### src/sv/wta_pkg.sv
package wta_pkg;

  // texture geometry
  localparam int TEX_SIZE    = 64;
  localparam int TEX_BITS    = 6;
  localparam int SCREEN_ROWS = 1024;

  // widths of the row arithmetic
  localparam int D_W   = 23;          // signed row position
  localparam int REM_W = D_W - 1;     // non-negative part of it
  localparam int LH_W  = 16;
  localparam int OFS_W = 23;
  localparam int CFG_IDX_W = 2;

  // half screen, scaled by the texture size
  localparam logic [D_W-1:0] ROW_OFS = D_W'(SCREEN_ROWS * TEX_SIZE / 2);

  // saturated row
  localparam logic [TEX_BITS-1:0] TEX_MAX = TEX_BITS'(TEX_SIZE - 1);

  // register indexes
  typedef enum logic [CFG_IDX_W-1:0] {
    CFG_PLAYER_X        = 2'd0,
    CFG_PLAYER_Y        = 2'd1,
    CFG_ROW_PITCH       = 2'd2,
    CFG_BYTES_PER_TEXEL = 2'd3
  } cfg_idx_t;

  // texture codes
  typedef enum logic [1:0] {
    TEX_NORTH = 2'd0,
    TEX_SOUTH = 2'd1,
    TEX_WEST  = 2'd2,
    TEX_EAST  = 2'd3
  } tex_sel_t;

  // one restoring division step
  typedef struct packed {
    logic [REM_W-1:0] rem;
    logic             q;
  } dstep_t;

  function automatic dstep_t div_step(input logic [REM_W-1:0] rem,
                                      input logic [REM_W-1:0] dvs);
    dstep_t res;
    if (rem >= dvs) begin
      res.rem = rem - dvs;
      res.q   = 1'b1;
    end else begin
      res.rem = rem;
      res.q   = 1'b0;
    end
    return res;
  endfunction

endpackage

### src/sv/wall_texel_address_unit.sv
// channel  direction  handshake            payload
// in       input      in_valid / in_stall  hit_side, ray dirs, distance, height, row
// out      output     out_valid/out_stall  texture select, texel column/row, offset
// cfg      input      cfg_we               cfg_index, cfg_data
//
// one wall pixel per clock while no stall holds the output
// the five stages are prepare/multiply, then three stages of the six-bit
// restoring row division (two quotient bits each, the first with the
// overflow test), then the byte offset products into the output register
// synchronous active-low reset clears the valid bits and restores the config registers
// a stall at the output freezes every stage together and is fed back as in_stall
module wall_texel_address_unit (
  input  logic                                 clk,
  input  logic                                 rst_n,
  input  logic                                 in_valid,
  output logic                                 in_stall,
  input  logic                                 in_hit_side,
  input  logic signed [17:0]                   in_ray_dir_x,
  input  logic signed [17:0]                   in_ray_dir_y,
  input  logic [31:0]                          in_wall_distance,
  input  logic [wta_pkg::LH_W-1:0]             in_slice_height,
  input  logic [9:0]                           in_row,
  output logic                                 out_valid,
  input  logic                                 out_stall,
  output wta_pkg::tex_sel_t                    out_texture_select,
  output logic [wta_pkg::TEX_BITS-1:0]         out_texel_column,
  output logic [wta_pkg::TEX_BITS-1:0]         out_texel_row,
  output logic [wta_pkg::OFS_W-1:0]            out_byte_offset,
  input  logic                                 cfg_we,
  input  logic [wta_pkg::CFG_IDX_W-1:0]        cfg_index,
  input  logic [31:0]                          cfg_data
);
  import wta_pkg::*;

  // configuration registers
  logic [31:0] player_x_r, player_y_r;
  logic [15:0] row_pitch_r;
  logic [2:0]  bpt_r;

  always_ff @(posedge clk) begin
    if (!rst_n) begin
      player_x_r  <= '0;
      player_y_r  <= '0;
      row_pitch_r <= 16'd256;
      bpt_r       <= 3'd4;
    end else if (cfg_we) begin
      case (cfg_idx_t'(cfg_index))
        CFG_PLAYER_X:        player_x_r  <= cfg_data;
        CFG_PLAYER_Y:        player_y_r  <= cfg_data;
        CFG_ROW_PITCH:       row_pitch_r <= cfg_data[15:0];
        CFG_BYTES_PER_TEXEL: bpt_r       <= cfg_data[2:0];
        default: ;
      endcase
    end
  end

  // whole pipeline moves unless the output transaction is held
  logic en;
  assign en       = !(out_valid && out_stall);
  assign in_stall = !en;

  // stage 1: texture choice, wall hit fraction, row position
  logic signed [17:0] dir_sel;
  logic signed [50:0] prod;
  logic [31:0]        pos_sel, frac;
  logic               mirror;
  logic [D_W-1:0]     d_pos;
  tex_sel_t           sel_nxt;

  assign dir_sel = in_hit_side ? in_ray_dir_x : in_ray_dir_y;
  assign pos_sel = in_hit_side ? player_x_r : player_y_r;
  assign prod    = $signed({1'b0, in_wall_distance}) * dir_sel;
  assign frac    = {pos_sel[15:0], 16'd0} + prod[31:0];
  assign mirror  = in_hit_side ? in_ray_dir_y[17]
                               : (!in_ray_dir_x[17] && (in_ray_dir_x != '0));
  assign d_pos   = {7'd0, in_row, 6'd0} + {2'd0, in_slice_height, 5'd0} - ROW_OFS;

  always_comb begin
    if (in_hit_side) sel_nxt = in_ray_dir_y[17] ? TEX_NORTH : TEX_SOUTH;
    else             sel_nxt = in_ray_dir_x[17] ? TEX_WEST : TEX_EAST;
  end

  logic                v1_r, v2_r, v3_r, v4_r;
  tex_sel_t            sel1_r, sel2_r, sel3_r, sel4_r;
  logic [TEX_BITS-1:0] col1_r, col2_r, col3_r, col4_r;
  logic                zero1_r, zero2_r, zero3_r;
  logic                sat2_r, sat3_r;
  logic [REM_W-1:0]    rem1_r, rem2_r, rem3_r;
  logic [LH_W-1:0]     lh1_r, lh2_r, lh3_r;
  logic [1:0]          q2_r;
  logic [3:0]          q3_r;
  logic [TEX_BITS-1:0] trow4_r;

  always_ff @(posedge clk) begin
    if (!rst_n) begin
      v1_r <= 1'b0;
    end else if (en) begin
      v1_r    <= in_valid;
      sel1_r  <= sel_nxt;
      col1_r  <= frac[31 -: TEX_BITS] ^ {TEX_BITS{mirror}};
      zero1_r <= d_pos[D_W-1] && (in_slice_height != '0);
      rem1_r  <= d_pos[REM_W-1:0];
      lh1_r   <= in_slice_height;
    end
  end

  // stage 2: overflow test, quotient bits 5 and 4
  dstep_t s5, s4;
  logic   ovf;
  assign ovf = rem1_r >= {lh1_r, 6'd0};
  assign s5  = div_step(rem1_r, REM_W'({6'd0, lh1_r} << 5));
  assign s4  = div_step(s5.rem, REM_W'({6'd0, lh1_r} << 4));

  always_ff @(posedge clk) begin
    if (!rst_n) begin
      v2_r <= 1'b0;
    end else if (en) begin
      v2_r    <= v1_r;
      sel2_r  <= sel1_r;
      col2_r  <= col1_r;
      zero2_r <= zero1_r;
      sat2_r  <= !zero1_r && ovf;
      rem2_r  <= s4.rem;
      lh2_r   <= lh1_r;
      q2_r    <= {s5.q, s4.q};
    end
  end

  // stage 3: quotient bits 3 and 2
  dstep_t s3, s2;
  assign s3 = div_step(rem2_r, REM_W'({6'd0, lh2_r} << 3));
  assign s2 = div_step(s3.rem, REM_W'({6'd0, lh2_r} << 2));

  always_ff @(posedge clk) begin
    if (!rst_n) begin
      v3_r <= 1'b0;
    end else if (en) begin
      v3_r    <= v2_r;
      sel3_r  <= sel2_r;
      col3_r  <= col2_r;
      zero3_r <= zero2_r;
      sat3_r  <= sat2_r;
      rem3_r  <= s2.rem;
      lh3_r   <= lh2_r;
      q3_r    <= {q2_r, s3.q, s2.q};
    end
  end

  // stage 4: quotient bits 1 and 0, clamp to the texture
  dstep_t s1, s0;
  logic [TEX_BITS-1:0] trow_nxt;
  assign s1 = div_step(rem3_r, REM_W'({6'd0, lh3_r} << 1));
  assign s0 = div_step(s1.rem, REM_W'({6'd0, lh3_r}));

  always_comb begin
    if (zero3_r)     trow_nxt = '0;
    else if (sat3_r) trow_nxt = TEX_MAX;
    else             trow_nxt = {q3_r, s1.q, s0.q};
  end

  always_ff @(posedge clk) begin
    if (!rst_n) begin
      v4_r <= 1'b0;
    end else if (en) begin
      v4_r    <= v3_r;
      sel4_r  <= sel3_r;
      col4_r  <= col3_r;
      trow4_r <= trow_nxt;
    end
  end

  // stage 5: byte offset into the output register
  logic [21:0]      row_bytes;
  logic [8:0]       col_bytes;
  logic [OFS_W-1:0] ofs_nxt;
  assign row_bytes = trow4_r * row_pitch_r;
  assign col_bytes = col4_r * bpt_r;
  assign ofs_nxt   = OFS_W'(row_bytes) + OFS_W'(col_bytes);

  logic out_valid_r;
  always_ff @(posedge clk) begin
    if (!rst_n) begin
      out_valid_r <= 1'b0;
    end else if (en) begin
      out_valid_r        <= v4_r;
      out_texture_select <= sel4_r;
      out_texel_column   <= col4_r;
      out_texel_row      <= trow4_r;
      out_byte_offset    <= ofs_nxt;
    end
  end

  assign out_valid = out_valid_r;

endmodule

### config.mk
export PLATFORM = sky130hd
export DESIGN_NAME = wall_texel_address_unit
export DESIGN_NICKNAME = d
export VERILOG_FILES = /design/src/sv/wta_pkg.sv /design/src/sv/wall_texel_address_unit.sv
export SDC_FILE = /design/constraint.sdc
export NUM_CORES = 2
export LEC_CHECK = 0
export ABC_CLOCK_PERIOD_IN_PS = 9200
export CAP_MARGIN = 0
export CELL_PAD_IN_SITES_DETAIL_PLACEMENT = 0
export CELL_PAD_IN_SITES_GLOBAL_PLACEMENT = 1
export CORE_UTILIZATION = 52
export DETAILED_ROUTE_END_ITERATION = 8
export DONT_BUFFER_PORTS = 1
export GPL_ROUTABILITY_DRIVEN = 0
export PLACE_DENSITY_LB_ADDON = 0.1
export SYNTH_ARGS = -nofsm -noshare
export SYNTH_HDL_FRONTEND = slang
export SYNTH_SLANG_ARGS = --single-unit
### constraint.sdc
create_clock -name clk -period 9.2 [get_ports clk]
set_input_delay 0 -clock clk [delete_from_list [all_inputs] [get_ports clk]]
set_output_delay 0 -clock clk [all_outputs]
set_load 0.02 [all_outputs]
---- After elaboration in Yosys (flattened, before gate mapping) ----
Cells that the tools add are included.
word-level totals
  register bits after elaboration ......... 256
  bits of input ports ..................... 134
  output and inout bits ................... 39
  word-level logic and storage cells ...... 86
cells by class
  add/subtract/negate cells ............... 9
  multiply operators ...................... 3
  order comparisons ....................... 7
  equal/unequal tests ..................... 3
  multiplexer cells ....................... 13
  bitwise operators ....................... 2
  reduce and logical (&&, ||, !) cells .... 14
operators with widths
  cell                    number
  $mux 23                 5
  $mul 33x18->32          1
  $add 32x32->32          1
  $add 22x9->23           1
  $sub 22x16->23 const B  1
  $add 16x21->22          1
  $ge 22x16->1            1
  $ge 22x17->1            1
  $ge 22x18->1            1
  $ge 22x19->1            1
  $ge 22x20->1            1
  $ge 22x21->1            1
  $ge 22x22->1            1
  $mul 6x16->22           1
  $sub 22x17->22          1
  $sub 22x18->22          1
  $sub 22x19->22          1
  $sub 22x20->22          1
  $sub 22x21->22          1
  $mux 18                 1
  $reduce_bool 18->1      1
  $mux 16                 1
  $reduce_bool 16->1      1
  $reduce_and 2->1        5
  11 further kinds        19

---- Longest topological paths before layout ----
  depth after elaboration ................. 5
  gate-level depth with buffers ........... 29
  mapped depth without buffers ............ 26

---- Worst setup path before layout ----
No wires, ideal clock.
  path type ............................... input to register
  start ................................... in in_hit_side
  end ..................................... reg col1_r[5], data pin
  arrival ................................. 6545 ps
  data required time ...................... 8940 ps
  path slack .............................. 2395 ps
  stages .................................. 24
  buffers on the path ..................... 3
  path through ............................ buf_2 buf_1 mux2_2 clkbuf_1 and2_1 fa_1 inv_1 fa_1 fa_1 inv_1 fa_1 fa_1 fa_1 fa_1 ha_1 nand2_1 o21ai_0 a21oi_1 nor2b_1 nor4_1 o41a_1 o21bai_1 a21oi_1 xnor2_1
between the ends
  cells in the longest elaborated chain, start to end .. 4
ends and longest elaborated chain
  item                  RTL line                        text
  start, declared       wall_texel_address_unit.sv:17   input logic in_hit_side,
  $mux 18               wall_texel_address_unit.sv:70   assign dir_sel = in_hit_side ? in_ray_dir_x : in_ray_dir_y;
  $mul 33x18->32        wall_texel_address_unit.sv:72   assign prod = $signed({1'b0, in_wall_distance}) * dir_sel;
  $add 32x32->32        wall_texel_address_unit.sv:73   assign frac = {pos_sel[15:0], 16'd0} + prod[31:0];
  $xor 6x6->6 (*)       wall_texel_address_unit.sv:100  col1_r <= frac[31 -: TEX_BITS] ^ {TEX_BITS{mirror}};
  end signal, assigned  wall_texel_address_unit.sv:100
  end, declared         wall_texel_address_unit.sv:85   logic [TEX_BITS-1:0] col1_r, col2_r, col3_r, col4_r;
Every way passes the cells marked *; elsewhere a longest branch is shown, timed or not.
A chain may end at the register's enable or synchronous reset.

---- Worst setup path after layout ----
Ends and elaborated chain as after synthesis.

==> reports/summary.txt <==
compound-cell area share of the yosys netlist: 0.07814
Fill cells: 5,079
syn avg cell area: 9.663 sq um
GR Util All Layers: 0.2431
maximum vdd ir drop: 626.2 uV
TritonCTS clock tree: built
register area share after synthesis: 0.2232
M2 GR Usage: 0.4028
initial antenna violation count: 1
startpoint of the worst-slack reg-to-reg timing path: lh1_r[6]$_DFFE_PP_
Most used DFF post-synth: edfxtp_1
die width: 243.4 microns
Yosys top cell area share: 0.2800
min Tclk post-route: 6646 ps
most frequent cells after synthesis: inv_1, nand2_1, fa_1
Starting Density: 0.5254
failing checks: design-rule violations
area leader, netlist: fa_1
Setup Total Neg Slack: 0 ps
Post-route DRC: 1
post-synthesis cell area: 30,310 sq um
largest family of logic cells by synthesized area: adder cells
Hold Startpoint: in_slice_height[12]
hold endpoint: rem1_r[20]$_DFFE_PP_
Worst-Margin Slew: 1121 ps
EDFF count, synth: 188
outcome: complete, but fails checks
cell mode on critical path: fa_1
Worst Path Required: 9480 ps
CP Cell Sequence: mux2_2, and2_1, fa_1, inv_1, fa_1, inv_1, ha_1, fa_1, inv_1, fa_1, fa_1, inv_1, ha_1, ha_1, or4_1, a21oi_1, o21ai_0, a31oi_1, o31ai_1, nor4_1, o41a_1, o21bai_1, a21oi_1, xnor2_1
CTS Sinks: 244
vias in the first global route: 22.07k
syn nets: 3,975
Slew Viols, Final: 0
post-CTS resize count: 0
clock insertion delay at the later pin of the skew report: 550 ps
clock buffer depth: 3
met3 usage: 0.03139
port buffer count: 0
clock slew at reported path FFs: 60 ps
Die Y: 243.4 microns
area share of xor/xnor cells in the synthesized design: 0.03843
max frequency: 150.5 MHz
First DRT Iteration DRCs: 1,070
Hold Crit Class: input pin to flip-flop
Hold Path Depth: 4
worst hold margin: 74.59 ps
CTS root buf: clkbuf_16
row count: 88
CORE AREA: 57,700 sq um
P_leak: 14.92 nW
Crit-path slowest cell: mux2_2
DP HPWL: 55.04 mm
Synth Warn #: 0
global routing's busiest layer: met2
adder-cell share of the synthesized area: 0.3956
Worst Skew: 15.35 ps
Worst R2R Setup Slack: 2840 ps
area of the multi-input gates: 21,130 sq um
RSZ-0062 raised after global routing: no
Synth Instances: 3,137
grt ovf: 0
H-tree depth: 1
PwrDens: 371.9 nW/um^2
CP arrival: 6930 ps
Via-to-Cell Ratio: 5.342
Avg WL per Cell: 17.95 microns
antenna viol nets, final: 0
first-pass GRT wire length: 114.8 mm
Synth cell types: 76
most common cell in the netlist: inv_1
share of layout cells above drive strength 1: 0.04682
largest cells by area after synthesis: fa_1, edfxtp_1, ha_1
number of nets in the layout: 3,978
routed vias: 20.98k
number of synthesized register bits: 244
# setup viols final: 0
Post-Synth Simple-Gate Area: 0.1514
Fin. Hold Viols: 0
Async S/R FF share, synth: 0
GR Layer Usage met1: 0.3420
max_cap viols: 0
crit-path max cell delay: 570 ps
Post-Route WL: 70.49 mm
Num CTS Buffers: 27
Pre-Repair DR Iteration Count: 7
critical path capture point type: flip-flop
die area: 59,260 sq um
# IOs: 173
multiplexer area fraction after synthesis: 0.03314
crit start category: input pin
relative max-transition margin: 0.2495
R2R cell count: 18
Tcrit/Tclk final: 0.7224
largest net degree at the start of global routing: 164
Critical Path Fanout Max: 37
Setup Crit Path Kind: input pin to flip-flop
Reg area: 6766 sq um
Area Growth Syn to Fin: 7.195%
RR Endpoint: rem2_r[19]$_DFFE_PP_
==> flip-flops by register name (all words and copies together), names as in the netlist, 3 cells and up <==
register          cells
player_x_r           16
out_texel_row         6
lh1_r                15
col2_r                6
lh2_r                16
q3_r                  4
col3_r                6
rem3_r               20
player_y_r           16
out_texel_column      6
trow4_r               6
row_pitch_r          16
lh3_r                16
bpt_r                 3
out_byte_offset      23
rem1_r               17
col1_r                6
rem2_r               18
col4_r                6
==> where the power goes <==
group	internal [mW]	switching (mW)	total, mW
Combinational	4.28	4.94	9.22
Clock	0.604	0.453	1.06
Sequential	1.66	0.149	1.81
Total	6.54	5.55	12.1
==> worst max-delay path: cells and delay by family <==
family,cells,cell delay [ps]
multiplexers,1,570
XOR/XNOR,1,80
AND/OR/NAND/NOR,3,1210
buffers and inverters,4,200
AO/OA/AOI/OAI,7,1540
adder cells (fa/ha/maj),8,3300
==> placed cells by master (no fill, tap or decap), drive strengths merged, types with 64 or more instances in the layout <==
cell and instances:
o21ai 81, mux2 73, fa 424, nor2 97, xnor2 105, dlygate4sd3 64
ha 280, edfxtp 188, inv 549, a21oi 94, nand2 471, and2 236
==> logic make-up (layout without fill, tap and decap cells) <==
kind of cell | count (synthesis) | after routing
xor+xnor | 133 | 133
buf+inv | 641 | 665
fa+ha+maj | 704 | 704
compound gates | 365 | 365
simple gates | 961 | 961
flops | 244 | 244
other cells | 0 | 1
mux | 89 | 89
==> through the flow <==
step	instances	utilization	setup WS, ps	power, mW	cell area, sq um
2_1_floorplan	3137	-	2395	8.923	30310
3_3_place_gp	3811	0.5364	1999	10.90	30950
3_5_place_dp	3811	0.5364	1969	11.06	30950
4_1_cts	3926	0.5632	2503	12.28	32490
5_1_grt	3927	0.5632	2096	13.54	32490
6_report	3927	0.5632	2554	12.09	32490
==> worst max path at each step <==
stage	endpoint	cells past startpoint	slack, ps	start
floorplan	col1_r[5]$_DFFE_PP_	24	2390	in_hit_side
global placement	col1_r[5]$_DFFE_PP_	24	2000	in_hit_side
detailed placement	col1_r[5]$_DFFE_PP_	24	1970	in_hit_side
CTS	col1_r[5]$_DFFE_PP_	24	2500	in_hit_side
global route	col1_r[5]$_DFFE_PP_	24	2100	in_hit_side
finish	col1_r[5]$_DFFE_PP_	24	2550	in_hit_side
==> routing by layer <==
metal | vias up | part of all wire
met5 | - | 0
li1 | 10015 | -
met1 | 10365 | 0.46
met3 | 74 | 0.054
met2 | 523 | 0.47
met4 | 0 | 0.017
==> final cells by class <==
type | instances | share of cell area
timing repair buffer | 70 | 0.02187
clock buffer | 31 | 0.02253
antenna | 1 | 0.00007701
tap | 765 | 0.02946
clock inverter | 19 | 0.004659
multi-input combinational | 2252 | 0.6502
sequential | 244 | 0.2082
inverter | 545 | 0.06296
==> timing repair <==
action / 4_1_cts / 5_1_grt
hold endpoints to repair: 115 / 0
setup buffers: 0 / 0
hold buffers: 65 / 0
No activity file was read; power rests on OpenSTA's default activity.
